## src/sv/reconnect_backoff_supervisor_defines.svh

```systemverilog
// Assertion helpers used by the rbs_engine module.
`ifndef RECONNECT_BACKOFF_SUPERVISOR_DEFINES_SVH
`define RECONNECT_BACKOFF_SUPERVISOR_DEFINES_SVH

// Consequent must hold in the same cycle as the antecedent.
`define RBS_ASSERT_SAME(name, clk, rst, ante, cons, msg) \
   name: assert property (@(posedge clk) disable iff (rst) (ante) |-> (cons)) \
      else $error(msg);

// Consequent must hold in the cycle after the antecedent.
`define RBS_ASSERT_NEXT(name, clk, rst, ante, cons, msg) \
   name: assert property (@(posedge clk) disable iff (rst) (ante) |=> (cons)) \
      else $error(msg);

`endif

```

## src/sv/rbs_pkg.sv

```systemverilog
`default_nettype none
package rbs_pkg;

   localparam int DELAY_WIDTH_DEFAULT = 18;
   localparam int CSR_DATA_WIDTH      = 18;
   localparam int CSR_INDEX_WIDTH     = 3;
   localparam int WAIT_WIDTH          = 18;
   localparam int ATTEMPT_WIDTH       = 8;
   localparam int COUNT_WIDTH         = 16;

   localparam int INITIAL_DELAY_RESET = 1000;
   localparam int MAX_DELAY_RESET     = 30000;
   localparam logic [ATTEMPT_WIDTH-1:0] MAX_ATTEMPTS_RESET = '0;
   localparam logic                     RETRY_ENABLE_RESET = 1'b1;

   localparam logic [ATTEMPT_WIDTH-1:0] ATTEMPT_MAX = '1;
   localparam logic [COUNT_WIDTH-1:0]   COUNT_MAX   = '1;

   typedef enum logic [2:0] {
      FN_CONNECT    = 3'd0,
      FN_OPENED     = 3'd1,
      FN_DROPPED    = 3'd2,
      FN_DISCONNECT = 3'd3,
      FN_TICK       = 3'd4
   } func_type;

   typedef enum logic [2:0] {
      LS_DISCONNECTED = 3'd0,
      LS_CONNECTING   = 3'd1,
      LS_CONNECTED    = 3'd2,
      LS_FAILED       = 3'd3,
      LS_RECONNECTING = 3'd4
   } link_state_type;

   typedef enum logic [1:0] {
      ERR_OK       = 2'd0,
      ERR_ALREADY  = 2'd1,
      ERR_BAD_ADDR = 2'd2
   } err_type;

   typedef enum logic [CSR_INDEX_WIDTH-1:0] {
      CSR_INITIAL_DELAY = 3'd0,
      CSR_MAX_DELAY     = 3'd1,
      CSR_MAX_ATTEMPTS  = 3'd2,
      CSR_RETRY_ENABLE  = 3'd3
   } csr_index_type;

   typedef struct packed {
      logic [ATTEMPT_WIDTH-1:0] max_attempts;
      logic                     retry_enable;
   } cfg_type;

   typedef struct packed {
      link_state_type           link_state;
      logic                     state_changed;
      err_type                  error_code;
      logic                     open_request;
      logic [COUNT_WIDTH-1:0]   reconnect_count;
   } rsp_type;

endpackage
`default_nettype wire

```

## src/sv/reconnect_backoff_supervisor.sv

```systemverilog
// Reconnect backoff supervisor.
// Request channel (req_valid/req_ready): one event per request, req_func
// selects connect, opened, dropped, disconnect or a one millisecond tick;
// req_url_ok qualifies a connect. Every request yields exactly one response.
// Response channel (rsp_valid/rsp_ready): link state after the event, a
// state change flag, the connect error code, an open request, the retry
// wait scheduled by a drop and the saturating reconnect count.
// Configuration (csr_we/csr_index/csr_wdata): the user is to write it only
// while idle, which the block does not enforce; unknown indexes are dropped.
// A request that is accepted is captured in the input register, evaluated
// against the link state and delivered from the response register. One
// request per cycle is taken while the response register can advance (no
// response held, or rsp_ready high); the engine updates its state per step.
// When rsp_ready is low the response register holds; one more request may
// wait in the input register, and req_ready then drops.
// Reset clears the link state, counters and both valid flags, and restores
// the configuration defaults.
`default_nettype none
module reconnect_backoff_supervisor #(
   parameter int DELAY_WIDTH = rbs_pkg::DELAY_WIDTH_DEFAULT
) (
   input  wire logic                                clock,
   input  wire logic                                reset,
   input  wire logic                                req_valid,
   output logic                                     req_ready,
   input  wire logic [2:0]                          req_func,
   input  wire logic                                req_url_ok,
   output logic                                     rsp_valid,
   input  wire logic                                rsp_ready,
   output logic [2:0]                               rsp_link_state,
   output logic                                     rsp_state_changed,
   output logic [1:0]                               rsp_error_code,
   output logic                                     rsp_open_request,
   output logic [rbs_pkg::WAIT_WIDTH-1:0]           rsp_retry_wait_ms,
   output logic [rbs_pkg::COUNT_WIDTH-1:0]          rsp_reconnect_count,
   input  wire logic                                csr_we,
   input  wire logic [rbs_pkg::CSR_INDEX_WIDTH-1:0] csr_index,
   input  wire logic [rbs_pkg::CSR_DATA_WIDTH-1:0]  csr_wdata
);

   localparam int WAIT_W = rbs_pkg::WAIT_WIDTH;

   logic                           in_valid_ff, in_valid_in;
   logic [2:0]                     func_ff;
   logic                           url_ok_ff;
   logic                           rsp_valid_ff, rsp_valid_in;
   rbs_pkg::rsp_type               rsp_ff;
   logic [WAIT_W-1:0]              wait_ff;

   logic                           advance;
   logic                           step;
   logic [DELAY_WIDTH-1:0]         initial_delay;
   logic [DELAY_WIDTH-1:0]         max_delay;
   rbs_pkg::cfg_type               cfg;
   rbs_pkg::rsp_type               rsp_next;
   logic [DELAY_WIDTH-1:0]         wait_next;

   assign advance   = !rsp_valid_ff || rsp_ready;
   assign step      = in_valid_ff && advance;
   assign req_ready = !in_valid_ff || advance;

   assign in_valid_in  = (req_valid && req_ready) ? 1'b1 : (step ? 1'b0 : in_valid_ff);
   assign rsp_valid_in = step ? 1'b1 : (rsp_ready ? 1'b0 : rsp_valid_ff);

   always_ff @(posedge clock) begin
      if (reset) begin
         in_valid_ff  <= 1'b0;
         rsp_valid_ff <= 1'b0;
      end else begin
         in_valid_ff  <= in_valid_in;
         rsp_valid_ff <= rsp_valid_in;
      end
   end

   always_ff @(posedge clock) begin
      if (req_valid && req_ready) begin
         func_ff   <= req_func;
         url_ok_ff <= req_url_ok;
      end
      if (step) begin
         rsp_ff  <= rsp_next;
         wait_ff <= WAIT_W'(wait_next);
      end
   end

   rbs_cfg #(
      .DELAY_WIDTH (DELAY_WIDTH)
   ) u_cfg (
      .clock         (clock),
      .reset         (reset),
      .csr_we        (csr_we),
      .csr_index     (csr_index),
      .csr_wdata     (csr_wdata),
      .initial_delay (initial_delay),
      .max_delay     (max_delay),
      .cfg           (cfg)
   );

   rbs_engine #(
      .DELAY_WIDTH (DELAY_WIDTH)
   ) u_engine (
      .clock         (clock),
      .reset         (reset),
      .step          (step),
      .func          (func_ff),
      .url_ok        (url_ok_ff),
      .initial_delay (initial_delay),
      .max_delay     (max_delay),
      .cfg           (cfg),
      .rsp           (rsp_next),
      .wait_ms       (wait_next)
   );

   assign rsp_valid           = rsp_valid_ff;
   assign rsp_link_state      = rsp_ff.link_state;
   assign rsp_state_changed   = rsp_ff.state_changed;
   assign rsp_error_code      = rsp_ff.error_code;
   assign rsp_open_request    = rsp_ff.open_request;
   assign rsp_retry_wait_ms   = wait_ff;
   assign rsp_reconnect_count = rsp_ff.reconnect_count;

endmodule
`default_nettype wire

```

## src/sv/rbs_cfg.sv

```systemverilog
`default_nettype none
module rbs_cfg #(
   parameter int DELAY_WIDTH = rbs_pkg::DELAY_WIDTH_DEFAULT
) (
   input  wire logic                                clock,
   input  wire logic                                reset,
   input  wire logic                                csr_we,
   input  wire logic [rbs_pkg::CSR_INDEX_WIDTH-1:0] csr_index,
   input  wire logic [rbs_pkg::CSR_DATA_WIDTH-1:0]  csr_wdata,
   output logic [DELAY_WIDTH-1:0]                   initial_delay,
   output logic [DELAY_WIDTH-1:0]                   max_delay,
   output rbs_pkg::cfg_type                         cfg
);

   logic [DELAY_WIDTH-1:0] initial_delay_ff;
   logic [DELAY_WIDTH-1:0] max_delay_ff;
   rbs_pkg::cfg_type       cfg_ff;

   always_ff @(posedge clock) begin
      if (reset) begin
         initial_delay_ff    <= DELAY_WIDTH'(rbs_pkg::INITIAL_DELAY_RESET);
         max_delay_ff        <= DELAY_WIDTH'(rbs_pkg::MAX_DELAY_RESET);
         cfg_ff.max_attempts <= rbs_pkg::MAX_ATTEMPTS_RESET;
         cfg_ff.retry_enable <= rbs_pkg::RETRY_ENABLE_RESET;
      end else if (csr_we) begin
         case (csr_index)
            rbs_pkg::CSR_INITIAL_DELAY: initial_delay_ff <= DELAY_WIDTH'(csr_wdata);
            rbs_pkg::CSR_MAX_DELAY:     max_delay_ff <= DELAY_WIDTH'(csr_wdata);
            rbs_pkg::CSR_MAX_ATTEMPTS:
               cfg_ff.max_attempts <= csr_wdata[rbs_pkg::ATTEMPT_WIDTH-1:0];
            rbs_pkg::CSR_RETRY_ENABLE:  cfg_ff.retry_enable <= csr_wdata[0];
            default: ;
         endcase
      end
   end

   assign initial_delay = initial_delay_ff;
   assign max_delay     = max_delay_ff;
   assign cfg           = cfg_ff;

endmodule
`default_nettype wire

```

## src/sv/rbs_backoff.sv

```systemverilog
`default_nettype none
module rbs_backoff #(
   parameter int DELAY_WIDTH = rbs_pkg::DELAY_WIDTH_DEFAULT
) (
   input  wire logic [DELAY_WIDTH-1:0]             initial_delay,
   input  wire logic [DELAY_WIDTH-1:0]             max_delay,
   input  wire logic [rbs_pkg::ATTEMPT_WIDTH-1:0]  attempt,
   output logic [DELAY_WIDTH-1:0]                  wait_ms
);

   localparam int SHIFT_WIDTH = $clog2(DELAY_WIDTH);

   logic [DELAY_WIDTH-1:0]             first_wait;
   logic [rbs_pkg::ATTEMPT_WIDTH-1:0]  doublings;
   logic [2*DELAY_WIDTH-1:0]           scaled;

   // The wait is min(first_wait * 2^(attempt-1), max_delay). Once the shift
   // reaches the delay width, any nonzero first wait is past the cap.
   always_comb begin
      first_wait = (initial_delay < max_delay) ? initial_delay : max_delay;
      doublings  = (attempt == '0) ? '0 : attempt - 1'b1;
      scaled     = {{DELAY_WIDTH{1'b0}}, first_wait} << doublings[SHIFT_WIDTH-1:0];
      if (first_wait == '0) begin
         wait_ms = '0;
      end else if (doublings >= rbs_pkg::ATTEMPT_WIDTH'(DELAY_WIDTH)) begin
         wait_ms = max_delay;
      end else if (scaled > {{DELAY_WIDTH{1'b0}}, max_delay}) begin
         wait_ms = max_delay;
      end else begin
         wait_ms = scaled[DELAY_WIDTH-1:0];
      end
   end

endmodule
`default_nettype wire

```

## src/sv/rbs_engine.sv

```systemverilog
`default_nettype none
`include "reconnect_backoff_supervisor_defines.svh"
module rbs_engine #(
   parameter int DELAY_WIDTH = rbs_pkg::DELAY_WIDTH_DEFAULT
) (
   input  wire logic                    clock,
   input  wire logic                    reset,
   input  wire logic                    step,
   input  wire logic [2:0]              func,
   input  wire logic                    url_ok,
   input  wire logic [DELAY_WIDTH-1:0]  initial_delay,
   input  wire logic [DELAY_WIDTH-1:0]  max_delay,
   input  wire rbs_pkg::cfg_type        cfg,
   output rbs_pkg::rsp_type             rsp,
   output logic [DELAY_WIDTH-1:0]       wait_ms
);

   rbs_pkg::link_state_type            link_state_ff, link_state_in;
   logic                               link_held_ff, link_held_in;
   logic                               wanted_ff, wanted_in;
   logic [rbs_pkg::ATTEMPT_WIDTH-1:0]  attempt_ff, attempt_in;
   logic                               retry_pending_ff, retry_pending_in;
   logic [DELAY_WIDTH-1:0]             retry_remaining_ff, retry_remaining_in;
   logic [rbs_pkg::COUNT_WIDTH-1:0]    reconnect_total_ff, reconnect_total_in;

   rbs_pkg::err_type                   error_code;
   logic                               open_request;
   logic                               retry_allowed;
   logic [rbs_pkg::ATTEMPT_WIDTH-1:0]  attempt_next;
   logic [DELAY_WIDTH-1:0]             backoff_wait;

   assign attempt_next = (attempt_ff == rbs_pkg::ATTEMPT_MAX) ? attempt_ff
                                                              : attempt_ff + 1'b1;
   assign retry_allowed = wanted_ff && cfg.retry_enable &&
                          (cfg.max_attempts == '0 || attempt_ff < cfg.max_attempts);

   rbs_backoff #(
      .DELAY_WIDTH (DELAY_WIDTH)
   ) u_backoff (
      .initial_delay (initial_delay),
      .max_delay     (max_delay),
      .attempt       (attempt_next),
      .wait_ms       (backoff_wait)
   );

   always_ff @(posedge clock) begin
      if (reset) begin
         link_state_ff      <= rbs_pkg::LS_DISCONNECTED;
         link_held_ff       <= 1'b0;
         wanted_ff          <= 1'b0;
         attempt_ff         <= '0;
         retry_pending_ff   <= 1'b0;
         retry_remaining_ff <= '0;
         reconnect_total_ff <= '0;
      end else if (step) begin
         link_state_ff      <= link_state_in;
         link_held_ff       <= link_held_in;
         wanted_ff          <= wanted_in;
         attempt_ff         <= attempt_in;
         retry_pending_ff   <= retry_pending_in;
         retry_remaining_ff <= retry_remaining_in;
         reconnect_total_ff <= reconnect_total_in;
      end
   end

   always_comb begin
      link_state_in      = link_state_ff;
      link_held_in       = link_held_ff;
      wanted_in          = wanted_ff;
      attempt_in         = attempt_ff;
      retry_pending_in   = retry_pending_ff;
      retry_remaining_in = retry_remaining_ff;
      reconnect_total_in = reconnect_total_ff;
      error_code         = rbs_pkg::ERR_OK;
      open_request       = 1'b0;
      wait_ms            = '0;
      case (func)
         rbs_pkg::FN_CONNECT: begin
            if (link_held_ff) begin
               error_code = rbs_pkg::ERR_ALREADY;
            end else if (!url_ok) begin
               error_code = rbs_pkg::ERR_BAD_ADDR;
            end else begin
               wanted_in          = 1'b1;
               attempt_in         = '0;
               retry_pending_in   = 1'b0;
               retry_remaining_in = '0;
               link_held_in       = 1'b1;
               link_state_in      = rbs_pkg::LS_CONNECTING;
               open_request       = 1'b1;
            end
         end
         rbs_pkg::FN_OPENED: begin
            if (link_held_ff && link_state_ff == rbs_pkg::LS_CONNECTING) begin
               if (attempt_ff != '0 && reconnect_total_ff != rbs_pkg::COUNT_MAX) begin
                  reconnect_total_in = reconnect_total_ff + 1'b1;
               end
               attempt_in    = '0;
               link_state_in = rbs_pkg::LS_CONNECTED;
            end
         end
         rbs_pkg::FN_DROPPED: begin
            if (link_held_ff && link_state_ff != rbs_pkg::LS_DISCONNECTED) begin
               if (retry_allowed) begin
                  attempt_in         = attempt_next;
                  retry_pending_in   = 1'b1;
                  retry_remaining_in = backoff_wait;
                  wait_ms            = backoff_wait;
                  link_state_in      = rbs_pkg::LS_RECONNECTING;
               end else begin
                  link_state_in = rbs_pkg::LS_FAILED;
               end
            end
         end
         rbs_pkg::FN_DISCONNECT: begin
            wanted_in          = 1'b0;
            retry_pending_in   = 1'b0;
            retry_remaining_in = '0;
            link_held_in       = 1'b0;
            link_state_in      = rbs_pkg::LS_DISCONNECTED;
         end
         rbs_pkg::FN_TICK: begin
            if (retry_pending_ff) begin
               // A countdown of one or zero is due on this tick.
               if (retry_remaining_ff <= DELAY_WIDTH'(1)) begin
                  retry_pending_in   = 1'b0;
                  retry_remaining_in = '0;
                  if (wanted_ff) begin
                     link_held_in  = 1'b1;
                     link_state_in = rbs_pkg::LS_CONNECTING;
                     open_request  = 1'b1;
                  end
               end else begin
                  retry_remaining_in = retry_remaining_ff - 1'b1;
               end
            end
         end
         default: ;
      endcase
   end

   always_comb begin
      rsp.link_state      = link_state_in;
      rsp.state_changed   = (link_state_in != link_state_ff);
      rsp.error_code      = error_code;
      rsp.open_request    = open_request;
      rsp.reconnect_count = reconnect_total_in;
   end

   `RBS_ASSERT_SAME(a_open_goes_connecting, clock, reset, step && open_request,
                    link_state_in == rbs_pkg::LS_CONNECTING,
                    "open request without entering connecting")
   `RBS_ASSERT_SAME(a_error_keeps_state, clock, reset,
                    step && error_code != rbs_pkg::ERR_OK,
                    link_state_in == link_state_ff && !open_request,
                    "rejected connect changed the link")
   `RBS_ASSERT_SAME(a_wait_capped, clock, reset, step && wait_ms != '0,
                    wait_ms <= max_delay && link_state_in == rbs_pkg::LS_RECONNECTING,
                    "scheduled wait above cap or outside a retry")
   `RBS_ASSERT_NEXT(a_total_monotonic, clock, reset, 1'b1,
                    reconnect_total_ff >= $past(reconnect_total_ff),
                    "reconnect count went down")

endmodule
`default_nettype wire

```

## config.mk

```make
export PLATFORM = sky130hd
export DESIGN_NAME = reconnect_backoff_supervisor
export DESIGN_NICKNAME = d
export VERILOG_FILES = /design/src/sv/rbs_pkg.sv /design/src/sv/reconnect_backoff_supervisor.sv /design/src/sv/rbs_cfg.sv /design/src/sv/rbs_backoff.sv /design/src/sv/rbs_engine.sv
export VERILOG_INCLUDE_DIRS = /design/src /design/src/sv
export SDC_FILE = /design/constraint.sdc
export NUM_CORES = 1
export LEC_CHECK = 0
export BUFFER_PORTS_ARGS = -buffer_cell sky130_fd_sc_hd__buf_2
export CAP_MARGIN = 10
export CELL_PAD_IN_SITES_DETAIL_PLACEMENT = 0
export CELL_PAD_IN_SITES_GLOBAL_PLACEMENT = 1
export CORE_UTILIZATION = 35
export CTS_CLUSTER_DIAMETER = 50
export DETAILED_ROUTE_END_ITERATION = 8
export MAX_ROUTING_LAYER = met4
export PLACE_DENSITY_LB_ADDON = 0.05
export RECOVER_POWER = 100
export SLEW_MARGIN = 20
export SYNTH_ARGS = -nofsm -noshare
export SYNTH_HDL_FRONTEND = slang
export SYNTH_SLANG_ARGS = --single-unit
```

## constraint.sdc

```tcl
create_clock -name clock -period 11.21 [get_ports clock]
set_input_delay 1.6815 -clock clock [delete_from_list [all_inputs] [get_ports clock]]
set_output_delay 1.6815 -clock clock [all_outputs]
set_load 0.05 [all_outputs]
```

==> results of run 1 <==
[registers in the layout, summed over array words and instances (netlist names)]
signal,cells
rsp_retry_wait_ms,18
u_engine.link_state_ff,3
u_engine.attempt_ff,8
u_cfg.cfg,9
u_engine.wanted_ff,1
u_cfg.max_delay,18
rsp_state_changed,1
url_ok_ff,1
u_cfg.initial_delay,18
u_engine.retry_pending_ff,1
func_ff,3
u_engine.retry_remaining_ff,18
rsp_reconnect_count,16
in_valid_ff,1
u_engine.reconnect_total_ff,16
rsp_open_request,1
rsp_error_code,2
rsp_link_state,3
rsp_valid,1
u_engine.link_held_ff,1
[logic make-up (layout without fill, tap and decap cells)]
| group | after synthesis | in the layout | share of synthesized area (%) |
|---|---|---|---|
| AO/OA/AOI/OAI | 378 | 378 | 24.8 |
| XOR/XNOR | 34 | 34 | 3.01 |
| adder cells (fa/ha/maj) | 48 | 48 | 5.93 |
| buffers and inverters | 118 | 159 | 5.25 |
| flip-flops | 140 | 140 | 32.1 |
| multiplexers | 40 | 40 | 4.51 |
| AND/OR/NAND/NOR | 532 | 532 | 24.4 |
[layout make-up]
| cell class | instances | area share [%] |
|---|---|---|
| clock buffer | 17 | 3.79 |
| timing repair buffer | 83 | 3.35 |
| sequential | 140 | 29.0 |
| tap | 378 | 4.21 |
| inverter | 44 | 1.48 |
| multi-input combinational | 1032 | 56.5 |
| clock inverter | 15 | 1.67 |
[synth_stat cells (10+ instances only)]
master	count	share of area, %
a211oi_1	18	1.3
a21o_1	17	1.3
a21oi_1	107	5.3
a22oi_1	13	0.96
a31oi_1	16	0.99
and2_1	10	0.62
buf_2	13	0.64
clkbuf_1	46	1.7
dfxtp_1	95	19
edfxtp_1	45	13
ha_1	48	5.9
inv_1	42	1.6
mux2i_1	33	3.3
nand2_1	201	7.4
nand2b_1	10	0.62
nand3_1	62	3.1
nand4_1	15	0.93
nor2_1	133	4.9
nor2b_1	11	0.68
nor3_1	32	1.6
nor4_1	12	0.74
o211ai_1	14	1.0
o21ai_0	69	3.4
o21ai_1	13	0.64
o22ai_1	12	0.74
xnor2_1	15	1.3
xor2_1	18	1.6
[final timing paths]
| path | start | slack [ns] | to |
|---|---|---|---|
| max | u_engine.attempt_ff[0] | 1.73 | rsp_retry_wait_ms[4] |
| min | u_cfg.cfg[6] | 0.46 | u_cfg.cfg[6] |
| max reg2reg | u_engine.attempt_ff[0] | 1.73 | rsp_retry_wait_ms[4] |
| min reg2reg | u_cfg.cfg[6] | 0.46 | u_cfg.cfg[6] |
[metrics by stage]
| stage | instances | hold slack, ns |
|---|---|---|
| 2_1_floorplan | 1290 | 0.436 |
| 3_3_place_gp | 1677 | 0.445 |
| 3_5_place_dp | 1677 | 0.449 |
| 4_1_cts | 1709 | 0.458 |
| 5_1_grt | 1709 | 0.482 |
| 6_report | 1709 | 0.456 |
[layer usage]
| metal | GRT usage (%) | vias up |
|---|---|---|
| met5 | - | - |
| met2 | 35.7 | 324 |
| met1 | 35.9 | 4662 |
| met3 | 4.05 | 52 |
| li1 | - | 4785 |
| met4 | 7.89 | 0 |
[worst register-to-register path: cells and delay by family (launching register included)]
family          cells  cell delay, ns
simple gates        9            2.80
buf+inv             2            0.55
fa+ha+maj           3            1.31
mux                 1            0.32
compound gates     11            3.25
flops               1            0.60
xor+xnor            1            0.38
[where the power goes]
part	internal (W)	total, W	leakage, nW	switching [W]
combinational	0.0000584	0.000196	2.54	0.000137
clock	0.000323	0.000612	0.302	0.000288
sequential	0.000536	0.000551	1.19	0.0000148
==> flow_metrics.py, run 1 <==
metrics = {
    "yosys": {
        "ys_async_sr_fraction_pct": 0,
        "ys_seq_elements": 140,
        "synthCells": 1290,
        "syn_avg_cell_area_um2": 7.86,
        "synth-edff-count": 45,
        "syn_area_um2": 10100,
        "syn_nets": 1368,
        "synth-main-ff-cell": "dfxtp_1",
        "synth_cell_type_count": 96,
        "ys_warn_count": 0,
        "seq_area_frac_synth_pct": 32.1,
    },
    "timing": {
        "fin_crit_ns": 9.48,
        "finalCritPeriodShare_pct": 84.6,
        "drv_slew": 80,
        "relSlewSlack_pct": -68.8,
        "hold_viol": 0,
        "fin_worst_skew_ns": 0.0152,
        "setup_viol": 0,
        "final.setup.tns_ns": 0,
        "tightest_slew_ns": 2.53,
        "fin_ws_ns": 1.73,
        "rsz0062_at_grt": "false",
        "max_freq_mhz": 105,
    },
    "setup_path": {
        "critPathCaptureType": "register",
        "cpLargestDelayFamily": "compound AO/OA/AOI/OAI gates",
        "cp_max_fo": 25,
        "cpPeakStageDelay_ns": 1.39,
        "critPathKind": "reg2reg",
        "r2r_cells": 27,
        "worstPathRequired_ns": 11.38,
        "crit_arrival_ns": 9.65,
        "cp_slowest_cell": "a21oi_1",
        "path_depth": 27,
        "critPathLaunchType": "register",
        "crit_buf_inv": 2,
    },
    "placed_design": {
        "place_area_um2": 10700,
        "place_hpwl_um": 27000,
        "pre_cts_slack_ns": 2.85,
        "portBuffers": 72,
        "place.gp.congestion": 0.922,
    },
    "power_and_ir_drop": {
        "power_w": 0.00136,
        "power.leakage_nw": 4.03,
        "power_density_nw_per_um2": 121,
        "ir_worst_vdd_uv": 94.1,
    },
    "grt": {
        "grt_usage_pct": 25.1,
        "grt_pass1_vias": 9071,
        "grt_overflow": 0,
        "grt_pass1_wl_um": 54400,
        "grt_max_degree": 55,
        "antenna_found_initial": 0,
    },
    "flow_run": {
        "drv_cap": 2,
    },
    "floorplan": {
        "die_y_um": 172,
        "start_util_pct": 36.0,
        "dieArea_um2": 29600,
        "rows": 61,
        "chipWidth_um": 172,
        "pin_count": 73,
        "core_um2": 28200,
    },
    "outcome": {
        "status": "finished, violations left",
        "violations": "capacitance limit, slew limit",
    },
    "layout": {
        "finalInstanceArea_um2": 11200,
        "area.growth.synth_to_final_pct": 10.8,
        "final_common_cell": "nand2_1",
        "area.sequential_um2": 3250,
        "fin_nets": 1396,
        "antennaDiodeCount": 0,
        "filler_cell_count": 2974,
        "layout_common_cells": "nand2_1 (201), nor2_1 (134), a21oi_1 (107), dfxtp_1 (95), o21ai_0 (70)",
        "final_util_pct": 39.9,
        "multi_input_area_um2": 6340,
        "drive_above_1_share_pct": 8.41,
    },
    "clock_network": {
        "ctsHoldBuffers": 0,
        "ctsResizeCount": 0,
        "clkSinkCount": 140,
        "clkLatencyLatePin_ns": 0.45,
        "cts_tree": "built",
        "htreeDepth": 4,
        "cts_setup_buffers": 0,
        "cts-root-buf": "clkbuf_16",
        "path_clk_slew_ns": 0.07,
        "cts_made_buffers": 17,
        "cts_max_path_buffers": 2,
    },
    "route": {
        "drc_errors": 0,
        "first_pass_iters": 5,
        "routedWlPerCell_um": 20.9,
        "drt_iter0_markers": 837,
        "dr_wl_met3_um": 2160,
        "wl_met2_um": 15000,
        "vias": 9823,
        "totalWireLength_um": 35700,
        "wl_met1_um": 17800,
        "dr.max_layer_used": "met4",
        "vias_per_cell": 5.75,
        "detail-route-antenna-nets": 0,
    },
    "min_path": {
        "hold_path_depth": 2,
        "hp-class": "reg2reg",
    },
}
(Power assumes the default switching activity.)
==> run 2, diff against run 1 <==
Clock period 11.21 ns to 8.3 ns, I/O delays scaled along.
==> flow_metrics.py, run 2 (same netlist as run 1, synthesis figures left out) <==
metrics = {
    "floorplan": {
        "die_y_um": 172,
        "dieArea_um2": 29600,
        "chipWidth_um": 172,
        "start_util_pct": 36.0,
        "pin_count": 73,
        "core_um2": 28200,
        "rows": 61,
    },
    "route": {
        "detail-route-antenna-nets": 0,
        "drc_errors": 0,
        "vias_per_cell": 5.73,
        "vias": 9869,
        "totalWireLength_um": 36200,
        "routedWlPerCell_um": 21.0,
        "first_pass_iters": 5,
        "drt_iter0_markers": 803,
    },
    "timing": {
        "drv_slew": 106,
        "rsz0062_at_grt": "false",
        "fin_ws_ns": 0.421,
        "relSlewSlack_pct": -98.7,
        "final.setup.tns_ns": 0,
        "fin_worst_skew_ns": 0.0165,
        "finalCritPeriodShare_pct": 94.9,
        "fin_crit_ns": 7.88,
        "tightest_slew_ns": 2.98,
        "max_freq_mhz": 127,
        "hold_viol": 0,
        "setup_viol": 0,
    },
    "grt": {
        "grt_max_degree": 54,
        "grt_pass1_vias": 9253,
        "grt_pass1_wl_um": 55400,
        "grt_overflow": 0,
        "antenna_found_initial": 0,
        "grt_usage_pct": 25.5,
    },
    "placed_design": {
        "portBuffers": 72,
        "place_hpwl_um": 27200,
        "pre_cts_slack_ns": 0.540,
        "dp.cells": 1689,
        "place.gp.congestion": 0.928,
        "place_area_um2": 10800,
    },
    "clock_network": {
        "path_clk_slew_ns": 0.07,
        "clkLatencyLatePin_ns": 0.43,
        "cts_made_buffers": 17,
        "clkSinkCount": 140,
        "cts_max_path_buffers": 2,
        "cts_setup_buffers": 0,
        "cts_tree": "built",
        "ctsHoldBuffers": 0,
        "ctsResizeCount": 0,
        "cts-root-buf": "clkbuf_16",
        "htreeDepth": 4,
    },
    "power_and_ir_drop": {
        "power_w": 0.00181,
        "ir_worst_vdd_uv": 112,
        "power.leakage_nw": 4.08,
        "power_density_nw_per_um2": 160,
    },
    "layout": {
        "fin_nets": 1408,
        "fin_cells": 1721,
        "filler_cell_count": 2947,
        "drive_above_1_share_pct": 9.31,
        "area.growth.synth_to_final_pct": 11.6,
        "finalInstanceArea_um2": 11300,
        "antennaDiodeCount": 0,
        "layout_common_cells": "nand2_1 (201), nor2_1 (133), a21oi_1 (106), dfxtp_1 (95), o21ai_0 (70)",
        "final_common_cell": "nand2_1",
    },
    "setup_path": {
        "cpLargestDelayFamily": "compound AO/OA/AOI/OAI gates",
        "critPathCaptureType": "register",
        "crit_arrival_ns": 8.04,
        "worstPathRequired_ns": 8.46,
        "critPathKind": "reg2reg",
        "crit_buf_inv": 3,
        "cpPeakStageDelay_ns": 0.60,
        "critPathLaunchType": "register",
        "cp_slowest_cell": "ha_1",
        "cp_max_fo": 25,
    },
    "outcome": {
        "status": "finished, violations left",
        "violations": "capacitance limit, slew limit",
    },
    "min_path": {
        "hp-class": "reg2reg",
    },
    "flow_run": {
        "drv_cap": 2,
    },
}
[run 2: cell types whose count changed in the layout (fill, tap and decap cells not counted), sizes merged]
| cell | delta |
|---|---|
| inv | -2 |
| clkinvlp | +2 |
| buf | +11 |
| clkbuf | +1 |
[run 2: final timing paths]
kind                               start  cells after the start              endpoint  slack (ns)
setup reg to reg  u_engine.attempt_ff[0]                     30  rsp_retry_wait_ms[3]        0.42
hold / removal              u_cfg.cfg[6]                      2          u_cfg.cfg[6]        0.46
setup / recovery  u_engine.attempt_ff[0]                     30  rsp_retry_wait_ms[3]        0.42
hold reg to reg             u_cfg.cfg[6]                      2          u_cfg.cfg[6]        0.46
[run 2: metrics by stage]
stage	util, %	hold WS, ns
final	40.2	0.459
after global routing	40.2	0.499
after CTS	40.4	0.463
after detailed placement	38.3	0.452
after global placement	38.3	0.448
after floorplan	-	0.436
[run 2: layout make-up]
cell class / instances / area (um^2) / area share, %
clock buffer: 17 / 425 / 3.76
clock inverter: 15 / 170 / 1.50
inverter: 44 / 166 / 1.47
multi-input combinational: 1032 / 6360 / 56.2
sequential: 140 / 3250 / 28.8
tap: 378 / 473 / 4.18
timing repair buffer: 95 / 463 / 4.09
[run 2: layer usage]
layer  global-route usage, %  routed length, um
met1                    36.4              18000
met2                    36.4              15400
met3                    3.98               1930
met4                    7.85                861
met5                       -                  0
[run 2: worst register-to-register path: cells and delay by family (launching register included)]
kind            cells  cell delay, ns
simple gates       10            2.32
flops               1            0.59
buf+inv             3            0.45
compound gates     12            2.42
mux                 1            0.33
fa+ha+maj           3            1.20
xor+xnor            1            0.29
[run 2: power by group]
group / internal, W / total (W) / switching [W]
clock network: 0.000431 / 0.000804 / 0.000373
logic: 0.0000800 / 0.000266 / 0.000186
registers: 0.000724 / 0.000745 / 0.0000200
total: 0.00124 / 0.00181 / 0.000579
==> run 3, diff against run 2 <==
Settings changed: ABC_AREA set to 1.
==> flow_metrics.py, run 3 <==
metrics = {
    "yosys": {
        "synth_cell_type_count": 50,
        "syn_avg_cell_area_um2": 6.85,
        "synth_commonest_cells": "nand2_1 (360), inv_1 (166), nand3_1 (141)",
        "synth_top_area_share_pct": 20.4,
        "synthTopCellsByArea": "dfxtp_1 (20%), edfxtp_1 (15%), nand2_1 (15%)",
        "seq_area_frac_synth_pct": 34.9,
        "ys_async_sr_fraction_pct": 0,
        "ys_warn_count": 0,
        "syn_nets": 1437,
        "synth_top_cell_by_area": "dfxtp_1",
        "synthCells": 1359,
        "ys_seq_elements": 140,
        "syn_area_um2": 9310,
        "synth_most_common_cell": "nand2_1",
        "synth-main-ff-cell": "dfxtp_1",
        "synth-edff-count": 45,
    },
    "flow_run": {
        "drv_cap": 3,
    },
    "power_and_ir_drop": {
        "power_density_nw_per_um2": 197,
        "power_w": 0.00205,
        "ir_worst_vdd_uv": 87.8,
        "power.leakage_nw": 4.72,
    },
    "min_path": {
        "hp-class": "reg2reg",
        "min_to": "u_engine.retry_remaining_ff[0]",
        "worstHoldStart": "u_engine.retry_remaining_ff[0]",
        "hold_path_depth": 2,
    },
    "timing": {
        "fin_ws_ns": 1.37,
        "drv_slew": 158,
        "hold_ws_ns": 0.491,
        "finalCritPeriodShare_pct": 83.5,
        "fin_worst_skew_ns": 0.0182,
        "fin_crit_ns": 6.93,
        "tightest_slew_ns": 3.28,
        "hold_viol": 0,
        "setup_viol": 0,
        "final.setup.tns_ns": 0,
        "max_freq_mhz": 144,
        "rsz0062_at_grt": "false",
        "relSlewSlack_pct": -118,
    },
    "layout": {
        "filler_cell_count": 2905,
        "fin_nets": 1483,
        "final_util_pct": 40.0,
        "antennaDiodeCount": 0,
        "final_common_cell": "nand2_1",
        "drive_above_1_share_pct": 6.42,
        "area.sequential_um2": 3250,
        "layout_common_cells": "nand2_1 (361), inv_1 (166), nand3_1 (141), nor2_1 (106), dfxtp_1 (95)",
        "area.growth.synth_to_final_pct": 11.8,
        "multi_input_area_um2": 5140,
    },
    "placed_design": {
        "pre_cts_slack_ns": 1.83,
        "portBuffers": 72,
        "place.gp.congestion": 0.840,
        "place_hpwl_um": 21800,
    },
    "setup_path": {
        "worstPathRequired_ns": 8.64,
        "crit_arrival_ns": 7.27,
        "rr_endpoint": "u_engine.retry_remaining_ff[9]",
        "critPathCaptureType": "register",
        "critPathKind": "reg2reg",
        "r2r_cells": 32,
        "critPathLaunchType": "register",
        "r2r_slack_ns": 1.37,
        "r2r_start": "u_cfg.max_delay[12]",
        "crit_top_cell": "nand2_1",
        "cpPeakStageDelay_ns": 0.69,
        "cp_slowest_cell": "nand3_1",
        "cp_max_fo": 22,
    },
    "grt": {
        "grt_max_degree": 60,
        "grt_pass1_wl_um": 47000,
        "grt_usage_pct": 23.4,
        "grt_overflow": 0,
        "grt_pass1_vias": 8435,
        "antenna_found_initial": 0,
    },
    "route": {
        "drc_errors": 0,
        "vias": 8991,
        "totalWireLength_um": 29400,
        "first_pass_iters": 5,
        "detail-route-antenna-nets": 0,
        "vias_per_cell": 5.13,
        "drt_iter0_markers": 605,
        "routedWlPerCell_um": 16.8,
    },
    "floorplan": {
        "die_y_um": 165,
        "core_um2": 26100,
        "pin_count": 73,
        "rows": 59,
        "start_util_pct": 35.7,
        "chipWidth_um": 165,
        "dieArea_um2": 27300,
    },
    "outcome": {
        "violations": "capacitance limit, slew limit",
        "status": "finished, violations left",
    },
    "clock_network": {
        "cts_made_buffers": 17,
        "clkLatencyLatePin_ns": 0.44,
        "path_clk_slew_ns": 0.07,
        "ctsHoldBuffers": 0,
        "clkSinkCount": 140,
        "htreeDepth": 4,
        "cts_max_path_buffers": 2,
        "cts_tree": "built",
        "cts_setup_buffers": 0,
        "ctsResizeCount": 0,
        "cts-root-buf": "clkbuf_16",
    },
}
## run 3: changes by cell type in the layout (fill, tap and decap cells not counted), moves of 22 or more
cell / before / now
nand3_1: 62 / 141
inv_1: 41 / 166
nand4_1: 15 / 37
nor2_1: 133 / 106
nand2_1: 201 / 361
mux2i_1: 33 / 0
## run 3: worst max-delay path by stage
stage	startpoint	to	slack, ns
after global placement	u_cfg.max_delay[12]	u_engine.retry_remaining_ff[9]	1.92
after global routing	u_cfg.max_delay[5]	u_engine.retry_remaining_ff[9]	0.57
after floorplan	u_engine.attempt_ff[1]	rsp_retry_wait_ms[2]	3.50
final	u_cfg.max_delay[12]	u_engine.retry_remaining_ff[9]	1.37
after CTS	u_cfg.max_delay[12]	u_engine.retry_remaining_ff[9]	1.82
after detailed placement	u_cfg.max_delay[12]	u_engine.retry_remaining_ff[9]	1.83
## run 3: where the power goes
group          total [W]  switching [W]  internal (W)
Clock           0.000761       0.000359      0.000401
Sequential      0.000754      0.0000176      0.000737
Combinational   0.000535       0.000380      0.000155
## run 3: critical path: cells and delay by family, from the launching register on
family | cells | cell delay, ns
and+or+nand+nor | 21 | 4.10
AOI/OAI and AO/OA | 7 | 1.43
adders and majority gates | 2 | 0.60
buffers and inverters | 2 | 0.40
DFF | 1 | 0.30
## run 3: routing by layer
layer  global-route usage, %  wire [um]
met1                    33.3      15000
met2                    34.0      12700
met3                    3.95       1390
met4                    5.67        341
met5                       -          0
## run 3: final cells by class
cell class	count	share of cell area [%]
clock inverter	15	1.49
sequential	140	31.2
clock buffer	17	4.09
multi-input combinational	991	49.4
tap	335	4.03
inverter	173	6.24
timing repair buffer	82	3.56
## run 3: kinds of logic after synthesis
logic type	after synthesis	share of synthesized area, %
DFF	140	34.9
AOI/OAI and AO/OA	212	12.8
and+or+nand+nor	699	32.9
buffers and inverters	228	9.85
adders and majority gates	48	6.45
xor gates and xnor gates	32	3.01
## run 3: metrics by stage
| step | cell area (um^2) | instances |
|---|---|---|
| detailed placement | 9900 | 1721 |
| global placement | 9900 | 1721 |
| floorplan | 9310 | 1359 |
| finish | 10400 | 1753 |
| global route | 10400 | 1753 |
| CTS | 10500 | 1753 |
